$ cat config.mk
export PLATFORM = sky130hd
export DESIGN_NAME = double_ended_queue_unit
export DESIGN_NICKNAME = d
export VERILOG_FILES = /design/src/deq_pkg.sv /design/src/deq_datapath.sv /design/src/deq_ctrl.sv /design/src/double_ended_queue_unit.sv
export SDC_FILE = /design/constraint.sdc
export NUM_CORES = 1
export LEC_CHECK = 0
export BUFFER_PORTS_ARGS = -buffer_cell sky130_fd_sc_hd__buf_2
export CAP_MARGIN = 15
export CORE_MARGIN = 2
export CORE_UTILIZATION = 23
export CTS_BUF_LIST = sky130_fd_sc_hd__clkbuf_16
export CTS_CLUSTER_DIAMETER = 50
export CTS_CLUSTER_SIZE = 30
export DETAILED_ROUTE_END_ITERATION = 16
export SETUP_SLACK_MARGIN = 0.02
export SLEW_MARGIN = 20
export SYNTH_ARGS = -nofsm -noshare
export SYNTH_HDL_FRONTEND = slang
export SYNTH_HIERARCHICAL = 1
export SYNTH_SLANG_ARGS = --single-unit
export TNS_END_PERCENT = 20
$ cat constraint.sdc
create_clock -name clock -period 8.2 [get_ports clock]
set_input_delay 1.64 -clock clock [delete_from_list [all_inputs] [get_ports clock]]
set_output_delay 1.64 -clock clock [all_outputs]
set_load 0.02 [all_outputs]
$ cat src/deq_pkg.sv
// ---------------------------------------------------------------------------
// deq_pkg
// Shared types and codes for the double-ended queue unit.
// ---------------------------------------------------------------------------
`timescale 1ns / 1ps
`default_nettype none

package deq_pkg;

   // request operation codes
   typedef enum logic [1:0] {
      OP_PUSH_BACK  = 2'd0,
      OP_PUSH_FRONT = 2'd1,
      OP_POP_FRONT  = 2'd2,
      OP_POP_BACK   = 2'd3
   } req_op_type;

   // result status codes
   typedef enum logic [1:0] {
      ST_OK    = 2'd0,
      ST_EMPTY = 2'd1,
      ST_FULL  = 2'd2
   } rsp_status_type;

   localparam int unsigned EntriesWidth = 5;

   // request transaction payload
   typedef struct packed {
      logic [1:0]         req_type;
      logic signed [31:0] push_value;
   } req_payload_type;

   // result transaction payload
   typedef struct packed {
      logic signed [31:0]      pop_value;
      logic [1:0]              status;
      logic [EntriesWidth-1:0] entries;
   } rsp_payload_type;

   // controller to datapath commands
   typedef struct packed {
      logic accept;
      logic load_pop;
   } deq_cmd_type;

   // datapath to controller status
   typedef struct packed {
      logic pop_ok;
   } deq_stat_type;

endpackage

`default_nettype wire

$ cat src/deq_datapath.sv
// ---------------------------------------------------------------------------
// deq_datapath
// Ring buffer storage, head/tail pointers, fill count and result register.
// ---------------------------------------------------------------------------
`timescale 1ns / 1ps
`default_nettype none

module deq_datapath #(
   parameter int unsigned DEPTH = 16
) (
   input  wire                       clock,
   input  wire                       reset,
   input  deq_pkg::req_payload_type  req_payload,
   input  deq_pkg::deq_cmd_type      cmd,
   output deq_pkg::deq_stat_type     stat,
   output deq_pkg::rsp_payload_type  rsp_payload
);

   localparam int unsigned AW = (DEPTH > 1) ? $clog2(DEPTH) : 1;
   localparam int unsigned CW = $clog2(DEPTH + 1);
   localparam logic [AW-1:0] LastIndex = AW'(DEPTH - 1);
   localparam logic [CW-1:0] FullCount = CW'(DEPTH);

   logic [AW-1:0] head_ff, head_in;
   logic [AW-1:0] tail_ff, tail_in;
   logic [CW-1:0] count_ff, count_in;
   logic [31:0]   mem [DEPTH];
   logic [31:0]   rd_data_ff;
   deq_pkg::rsp_payload_type out_ff;

   deq_pkg::req_op_type op;
   logic          is_push, full, empty, push_ok, pop_ok;
   logic [AW-1:0] head_up, head_dn, tail_up, tail_dn;
   logic [AW-1:0] wr_addr, rd_addr;
   logic [1:0]    status_code;

   // wrapping pointer neighbors
   assign head_up = (head_ff == LastIndex) ? '0 : head_ff + AW'(1);
   assign head_dn = (head_ff == '0) ? LastIndex : head_ff - AW'(1);
   assign tail_up = (tail_ff == LastIndex) ? '0 : tail_ff + AW'(1);
   assign tail_dn = (tail_ff == '0) ? LastIndex : tail_ff - AW'(1);

   // request decode
   always_comb begin
      op      = deq_pkg::req_op_type'(req_payload.req_type);
      is_push = (op == deq_pkg::OP_PUSH_BACK) || (op == deq_pkg::OP_PUSH_FRONT);
      full    = (count_ff == FullCount);
      empty   = (count_ff == '0);
      push_ok = is_push && !full;
      pop_ok  = !is_push && !empty;
      head_in  = head_ff;
      tail_in  = tail_ff;
      count_in = count_ff;
      wr_addr  = tail_ff;
      rd_addr  = head_ff;
      status_code = deq_pkg::ST_OK;
      case (op)
         deq_pkg::OP_PUSH_BACK: begin
            wr_addr = tail_ff;
            if (push_ok) begin
               tail_in  = tail_up;
               count_in = count_ff + CW'(1);
            end else begin
               status_code = deq_pkg::ST_FULL;
            end
         end
         deq_pkg::OP_PUSH_FRONT: begin
            wr_addr = head_dn;
            if (push_ok) begin
               head_in  = head_dn;
               count_in = count_ff + CW'(1);
            end else begin
               status_code = deq_pkg::ST_FULL;
            end
         end
         deq_pkg::OP_POP_FRONT: begin
            rd_addr = head_ff;
            if (pop_ok) begin
               head_in  = head_up;
               count_in = count_ff - CW'(1);
            end else begin
               status_code = deq_pkg::ST_EMPTY;
            end
         end
         default: begin
            rd_addr = tail_dn;
            if (pop_ok) begin
               tail_in  = tail_dn;
               count_in = count_ff - CW'(1);
            end else begin
               status_code = deq_pkg::ST_EMPTY;
            end
         end
      endcase
   end

   assign stat.pop_ok = pop_ok;

   // pointer and count registers
   always_ff @(posedge clock) begin
      if (reset) begin
         head_ff  <= '0;
         tail_ff  <= '0;
         count_ff <= '0;
      end else if (cmd.accept) begin
         head_ff  <= head_in;
         tail_ff  <= tail_in;
         count_ff <= count_in;
      end
   end

   // storage with registered read
   always_ff @(posedge clock) begin
      if (cmd.accept && push_ok) begin
         mem[wr_addr] <= req_payload.push_value;
      end
      if (cmd.accept && pop_ok) begin
         rd_data_ff <= mem[rd_addr];
      end
   end

   // result register
   always_ff @(posedge clock) begin
      if (cmd.accept) begin
         out_ff.pop_value <= '0;
         out_ff.status    <= status_code;
         out_ff.entries   <= deq_pkg::EntriesWidth'(count_in);
      end else if (cmd.load_pop) begin
         out_ff.pop_value <= rd_data_ff;
      end
   end

   assign rsp_payload = out_ff;

endmodule

`default_nettype wire

$ cat src/deq_ctrl.sv
// ---------------------------------------------------------------------------
// deq_ctrl
// Handshake controller: accepts requests and sequences the pop read cycle.
// ---------------------------------------------------------------------------
`timescale 1ns / 1ps
`default_nettype none

module deq_ctrl (
   input  wire                    clock,
   input  wire                    reset,
   input  wire                    req_valid,
   output logic                   req_ready,
   output logic                   rsp_valid,
   input  wire                    rsp_ready,
   input  deq_pkg::deq_stat_type  stat,
   output deq_pkg::deq_cmd_type   cmd
);

   typedef enum logic {
      S_IDLE,
      S_READ
   } state_type;

   state_type state_ff, state_in;
   logic      rsp_valid_ff, rsp_valid_in;

   // next state and command decode
   always_comb begin
      state_in     = state_ff;
      rsp_valid_in = rsp_valid_ff;
      req_ready    = 1'b0;
      cmd.accept   = 1'b0;
      cmd.load_pop = 1'b0;
      case (state_ff)
         S_IDLE: begin
            req_ready  = !rsp_valid_ff || rsp_ready;
            cmd.accept = req_valid && req_ready;
            if (rsp_valid_ff && rsp_ready) begin
               rsp_valid_in = 1'b0;
            end
            if (cmd.accept) begin
               if (stat.pop_ok) begin
                  state_in = S_READ;
               end else begin
                  rsp_valid_in = 1'b1;
               end
            end
         end
         S_READ: begin
            cmd.load_pop = 1'b1;
            rsp_valid_in = 1'b1;
            state_in     = S_IDLE;
         end
         default: begin
            state_in = S_IDLE;
         end
      endcase
   end

   // state and registered valid
   always_ff @(posedge clock) begin
      if (reset) begin
         state_ff     <= S_IDLE;
         rsp_valid_ff <= 1'b0;
      end else begin
         state_ff     <= state_in;
         rsp_valid_ff <= rsp_valid_in;
      end
   end

   assign rsp_valid = rsp_valid_ff;

endmodule

`default_nettype wire

$ cat src/double_ended_queue_unit.sv
// ---------------------------------------------------------------------------
// double_ended_queue_unit
// Bounded deque of signed 32-bit words held in a ring buffer of DEPTH slots.
// ---------------------------------------------------------------------------
// channel   ports                               direction  carries
// request   req_valid / req_ready / req_payload  in         op and push word
// result    rsp_valid / rsp_ready / rsp_payload  out        pop word, status,
//                                                           entry count
//
// a push or a failed pop gives its result in the cycle after acceptance; a
// successful pop first passes through S_READ, as the storage array read is registered.
// a new request is taken in the cycle its predecessor's result is taken.
// synchronous reset clears pointers, count and handshake state; storage is
// not cleared, since no slot is read before it is written.
// ---------------------------------------------------------------------------
`timescale 1ns / 1ps
`default_nettype none

module double_ended_queue_unit #(
   parameter int unsigned DEPTH = 16
) (
   input  wire                       clock,
   input  wire                       reset,
   input  wire                       req_valid,
   output logic                      req_ready,
   input  deq_pkg::req_payload_type  req_payload,
   output logic                      rsp_valid,
   input  wire                       rsp_ready,
   output deq_pkg::rsp_payload_type  rsp_payload
);

   deq_pkg::deq_cmd_type  cmd;
   deq_pkg::deq_stat_type stat;

   // controller
   deq_ctrl u_ctrl (
      .clock     (clock),
      .reset     (reset),
      .req_valid (req_valid),
      .req_ready (req_ready),
      .rsp_valid (rsp_valid),
      .rsp_ready (rsp_ready),
      .stat      (stat),
      .cmd       (cmd)
   );

   // datapath
   deq_datapath #(
      .DEPTH (DEPTH)
   ) u_datapath (
      .clock       (clock),
      .reset       (reset),
      .req_payload (req_payload),
      .cmd         (cmd),
      .stat        (stat),
      .rsp_payload (rsp_payload)
   );

endmodule

`default_nettype wire
======== Word level (Yosys, flattened, before mapping) ========
Memory sizes are Yosys's and may differ from the RTL's. A register that Yosys moved wholly into a read port is not among the register bits.
Index checks and enable logic that the tools add are counted.
operators by class
  add/sub/neg operators ................... 6
  eq/ne operators ......................... 8
  multiplexer cells ....................... 30
  bitwise logic cells ..................... 2
  reductions and logical operators ........ 23
operator list
  cell                                                                      number
  4-bit two-way mux                                                         10
  4-bit one-hot mux with 2 select lines                                     2
  5-bit two-way mux                                                         3
  1-bit two-way mux                                                         11
  4-bit by 1-bit adder with 4-bit output (second input constant)            2
  4-bit equality test (second input constant)                               2
  4-bit zero test                                                           2
  4-bit AND reduction                                                       2
  4-bit by 1-bit subtractor with 4-bit output (second input constant)       2
  1-bit logical AND                                                         6
  2-bit by 1-bit inequality test with 1-bit output (second input constant)  3
  5-bit by 1-bit adder with 5-bit output (second input constant)            1
  5-bit equality test (second input constant)                               1
  5-bit zero test                                                           1
  5-bit by 1-bit subtractor with 5-bit output (second input constant)       1
  1-bit zero test                                                           4
  2-bit two-way mux                                                         2
  1-bit one-hot mux with 2 select lines                                     2
  2-bit nonzero test                                                        2
  2-bit OR reduction                                                        2
  3-bit OR reduction                                                        1
  2-bit by 1-bit equality test with 1-bit output (second input constant)    1
  2-bit equality test (second input constant)                               1
  2-bit zero test                                                           1
  2 further kinds                                                           4
word-level totals
  flip-flop bits (word level) ............. 54
  bits in writable memories ............... 512
  bits of input ports ..................... 38
  output and inout port bits .............. 41
  memories kept ........................... 1
memories
  name            depth  width  read ports  clocked after memory_dff  write ports  line                text
  u_datapath.mem  16     32     1           1                         1            deq_datapath.sv:27  logic [31:0] mem [DEPTH];

======== Logic depth before layout (Yosys ltp) ========
  depth after elaboration ................. 7
  gate-level depth with buffers ........... 10
  gate-level depth less buffers ........... 7

======== Hierarchy ========
The synthesis kept the hierarchy.
by module, submodules not included
  module        instances  cells an instance  area an instance (µm²)
  deq_datapath  1          1508               24106.9
  deq_ctrl      1          11                 105.1

======== Worst setup path before layout ========
No wires, ideal clock.
  path type ............................... input-to-reg
  from .................................... input req_payload[33] in the netlist's numbering
  to ...................................... memory u_datapath.mem[0][0], enable pin
  library setup time ...................... 421 ps
  data arrival time ....................... 4346 ps
  required time ........................... 7779 ps
  setup slack ............................. 3432 ps
  cell stages on the path ................. 9
  cell sequence ........................... inv_1 -> ha_1 -> clkbuf_1 -> clkbuf_1 -> nand2_1 -> o21ai_0 -> nand3_1 -> or2_2 -> nor2_1
between the ends
  longest elaborated chain between the ends .. 6
RTL lines
  element                                                                                   line                                    text
  start: declaration                                                                        double_ended_queue_unit.sv:26           input deq_pkg::req_payload_type req_payload,
  2-bit by 1-bit equality test with 1-bit output / 2-bit zero test (equally long branches)  deq_datapath.sv:46, deq_datapath.sv:57
  1-bit logical OR                                                                          deq_datapath.sv:46                      is_push = (op == deq_pkg::OP_PUSH_BACK) || (op == deq_pkg::OP_PUSH_FRONT);
  1-bit logical AND                                                                         deq_datapath.sv:49                      push_ok = is_push && !full;
  1-bit logical AND                                                                         deq_datapath.sv:114                     if (cmd.accept && push_ok) begin
  1-bit two-way mux                                                                         deq_datapath.sv:114
  1-bit two-way mux (not written as such)                                                   deq_datapath.sv:115                     mem[wr_addr] <= req_payload.push_value;
  end: declaration                                                                          deq_datapath.sv:27
Several ways; a longest one is shown, not always the timed one.

======== Final worst setup path ========
  from .................................... input req_payload[32] in the netlist's numbering
  to ...................................... register u_datapath.rd_data_ff[5], read port of u_datapath.mem (data pin)
between the ends
  longest elaborated chain between the ends .. 5
RTL lines
  element                                                                                   line                                    text
  2-bit by 1-bit equality test with 1-bit output / 2-bit zero test (equally long branches)  deq_datapath.sv:46, deq_datapath.sv:57
  1-bit logical OR                                                                          deq_datapath.sv:46
  1-bit zero test                                                                           deq_datapath.sv:50                      pop_ok = !is_push && !empty;
  1-bit logical AND                                                                         deq_datapath.sv:50
  1-bit logical AND                                                                         deq_datapath.sv:117                     if (cmd.accept && pop_ok) begin
  end: declaration                                                                          deq_datapath.sv:28                      logic [31:0] rd_data_ff;
Several ways; a longest one is shown, not always the timed one.
A chain may end at the register's enable or synchronous reset.

==> results.toml <==
[status]
status = "complete, no violations"

[sta]
post-route-min-period_ns = 4.67
fin_crit_sh_pct = 57.0
max_freq_mhz = 214
setup_ws_ns = 3.53
tns_ns = 0
slew_headroom_pct = 32.3
finalHoldViolCount = 0
worst_pin_slew_ns = 1.02
clock_skew_ns = 0.0448
slew_violations = 0
finalSetupViolCount = 0
grt_setup_unrepaired = "false"

[finish]
fin_cells = 2974
final_cell_mix = "551 x edfxtp_1, 253 x a211oi_1, 164 x mux2i_1"
final_common_cell = "edfxtp_1"
fillers = 10638
syn_to_final_growth_pct = 13.6
design_area_um2 = 27500
nNetsFinal = 1597
drive_gt1_share_pct = 14.0

[floorplan]
io_pins = 79
die_w_um = 328
die_y_um = 328
core-area_um2 = 105000
dieArea_um2 = 108000
rows = 119
initial_core_util_pct = 23.1

[global_routing]
grt-ovfl-total = 0
antenna_found_initial = 16
grt_usage_pct = 10.6
first_global_vias = 13287
grt_pass1_wl_um = 87300
grt_max_degree = 189

[clocking]
htreeDepth = 2
cts.clk_slew.worst_paths_ns = 0.08
post_cts_resized = 0
clockBufferDepth = 3
clock_sinks = 598
holdBufCountCts = 0
post_cts_buffers = 0
clkLatencyLatePin_ns = 0.59
cts-root-buf = "clkbuf_16"
cts_made_buffers = 40
cts_tree = "built"

[detailed_routing]
met2WireLength_um = 29600
wirelength_um = 58900
met1_length_um = 25000
drc_errors = 0
drtAntennaViolNets = 0
dr.pass1.iters = 5
routedWlPerCell_um = 19.8
dr_wl_met3_um = 2940
num_vias = 13449
top_layer = "met5"
vias_per_cell = 4.52
drt-initial-drc-count = 1226

[yosys]
ys_ff_latch = 598
synthXorXnorAreaFrac_pct = 0.398
synth_compound_area_share_pct = 9.76
synthMuxAreaShare_pct = 6.78
synth_edf_count = 551
ys_warn_count = 6
synth-main-ff-cell = "edfxtp_1"
synth_cell_types = 64
synth_top_family_by_area = "compound AO/OA/AOI/OAI gates"
synth-simple-area-share_pct = 7.00
synthAdderAreaFrac_pct = 0.517
ys_seq_area_share_pct = 72.2
avgSynthCellArea_um2 = 15.9
synth_nets = 1567
synth_area_um2 = 24200
synthArstFlopShare_pct = 0
synthCells = 1519

[pwr]
p_int_w = 0.00468
switching_share_pct = 26.4
pwr-share-comb_pct = 11.2
vdd_drop_max_uv = 153
clkPwrFrac_pct = 34.4
powerDensity_nw_per_um2 = 231
seqPwrFrac_pct = 54.4
power_switching_w = 0.00168
p_leak_nw = 9.41

[placed_design]
post_dp_cell_area_um2 = 26000
dp_hpwl_um = 30700
dp_cells = 2898
gp_congestion = 0.782
port_buffers = 78
dp_slack_ns = 2.96

[job]
maxCapViolations = 0

[critical_path]
cp.arrival_ns = 4.98
crit_fanout = 84
worstPathRequired_ns = 8.51
cp-start-kind = "input port"
critPathKind = "input port to register"
end_kind = "register"

[worst_hold_path]
worstHoldPathType = "register to register"
==> stage by stage <==
stage / power [W] / hold slack, ns / util (%)
final: 0.00637 / 0.486 / 26.2
after floorplan: 0.00403 / 0.456 / -
after global placement: 0.00424 / 0.464 / 24.8
after CTS: 0.00643 / 0.489 / 26.2
after detailed placement: 0.00426 / 0.471 / 24.8
after global routing: 0.00661 / 0.517 / 26.2
==> final timing paths <==
kind                                               start                         to  slack (ns)  cells past startpoint
worst min register to register  u_datapath/rd_data_ff[0]  u_datapath/rsp_payload[7]        0.49                      2
worst max-delay path                     req_payload[32]   u_datapath/rd_data_ff[5]        3.53                      9
worst max register to register     u_datapath/tail_ff[0]   u_datapath/rd_data_ff[5]        4.15                      9
worst min-delay path            u_datapath/rd_data_ff[0]  u_datapath/rsp_payload[7]        0.49                      2
==> metal layers <==
metal / GRT usage [%] / vias up
li1: - / 6120
met1: 13.6 / 6907
met2: 18.6 / 320
met3: 1.69 / 90
met4: 2.75 / 12
met5: 0 / -
==> cell type report <==
| class | count | area (um^2) | share of cell area, % |
|---|---|---|---|
| inverters | 17 | 63.8 | 0.232 |
| flip-flops and latches | 598 | 17500 | 63.6 |
| diodes | 2 | 5.00 | 0.0182 |
| clock inverters | 32 | 407 | 1.48 |
| repair buffers | 108 | 666 | 2.42 |
| multi-input cells | 784 | 6090 | 22.1 |
| well taps | 1391 | 1740 | 6.33 |
| clock buffers | 42 | 1050 | 3.82 |
==> flip-flops by register name, indices dropped and copies added, names as in the netlist <==
| register | flops |
|---|---|
| u_ctrl/rsp_valid | 1 |
| u_ctrl/state_ff | 1 |
| u_datapath/count_ff | 5 |
| u_datapath/head_ff | 4 |
| u_datapath/mem | 512 |
| u_datapath/rd_data_ff | 32 |
| u_datapath/rsp_payload | 39 |
| u_datapath/tail_ff | 4 |
==> synth_stat cells (all sizes together), types with 2 or more instances <==
master | count | share of area (%)
or3 | 4 | 0.10
a21oi | 15 | 0.31
or2 | 5 | 0.15
mux2i | 164 | 6.8
ha | 10 | 0.52
dfxtp | 47 | 3.9
nand2b | 8 | 0.24
o211ai | 4 | 0.12
and4 | 2 | 0.072
nand3 | 7 | 0.22
o31ai | 2 | 0.062
and2 | 3 | 0.078
dlymetal6s2s | 2 | 0.10
o311ai | 2 | 0.072
o21ai | 12 | 0.29
o21a | 3 | 0.093
xor2 | 3 | 0.11
a31oi | 2 | 0.052
clkbuf | 64 | 1.4
inv | 17 | 0.26
edfxtp | 551 | 68
or3b | 2 | 0.072
buf | 54 | 1.6
nor2b | 3 | 0.078
nor4b | 2 | 0.13
nor3 | 3 | 0.062
nor2 | 66 | 1.0
a211oi | 260 | 8.2
xnor2 | 8 | 0.29
and3 | 130 | 3.4
a21o | 3 | 0.093
or4 | 32 | 0.99
nand2 | 12 | 0.19
nor3b | 3 | 0.11
==> kinds of logic (layout without fill, tap and decap cells) <==
kind of cell	Yosys count	after routing
multiplexers	164	164
AND/OR/NAND/NOR	285	285
adder cells (fa/ha/maj)	10	10
buffers and inverters	137	199
AO/OA/AOI/OAI	314	314
XOR/XNOR	11	11
other	0	2
flip-flops	598	598
==> worst max-delay path: stages <==
cell	delay (ns)
buf_2	0.10
ha_1	0.45
nand2_4	0.32
nand2_4	0.53
buf_12	0.50
buf_4	0.44
mux2i_1	0.25
a211oi_1	0.10
or4_1	0.55
==> power groups by stage <==
stage               clock network [W]  logic, W  registers, W
floorplan                           0  0.000483       0.00354
global placement                    0  0.000704       0.00353
detailed placement                  0  0.000721       0.00353
CTS                           0.00225  0.000723       0.00347
global route                  0.00235  0.000779       0.00347
finish                        0.00219  0.000714       0.00346
(Power assumes the default switching activity.)
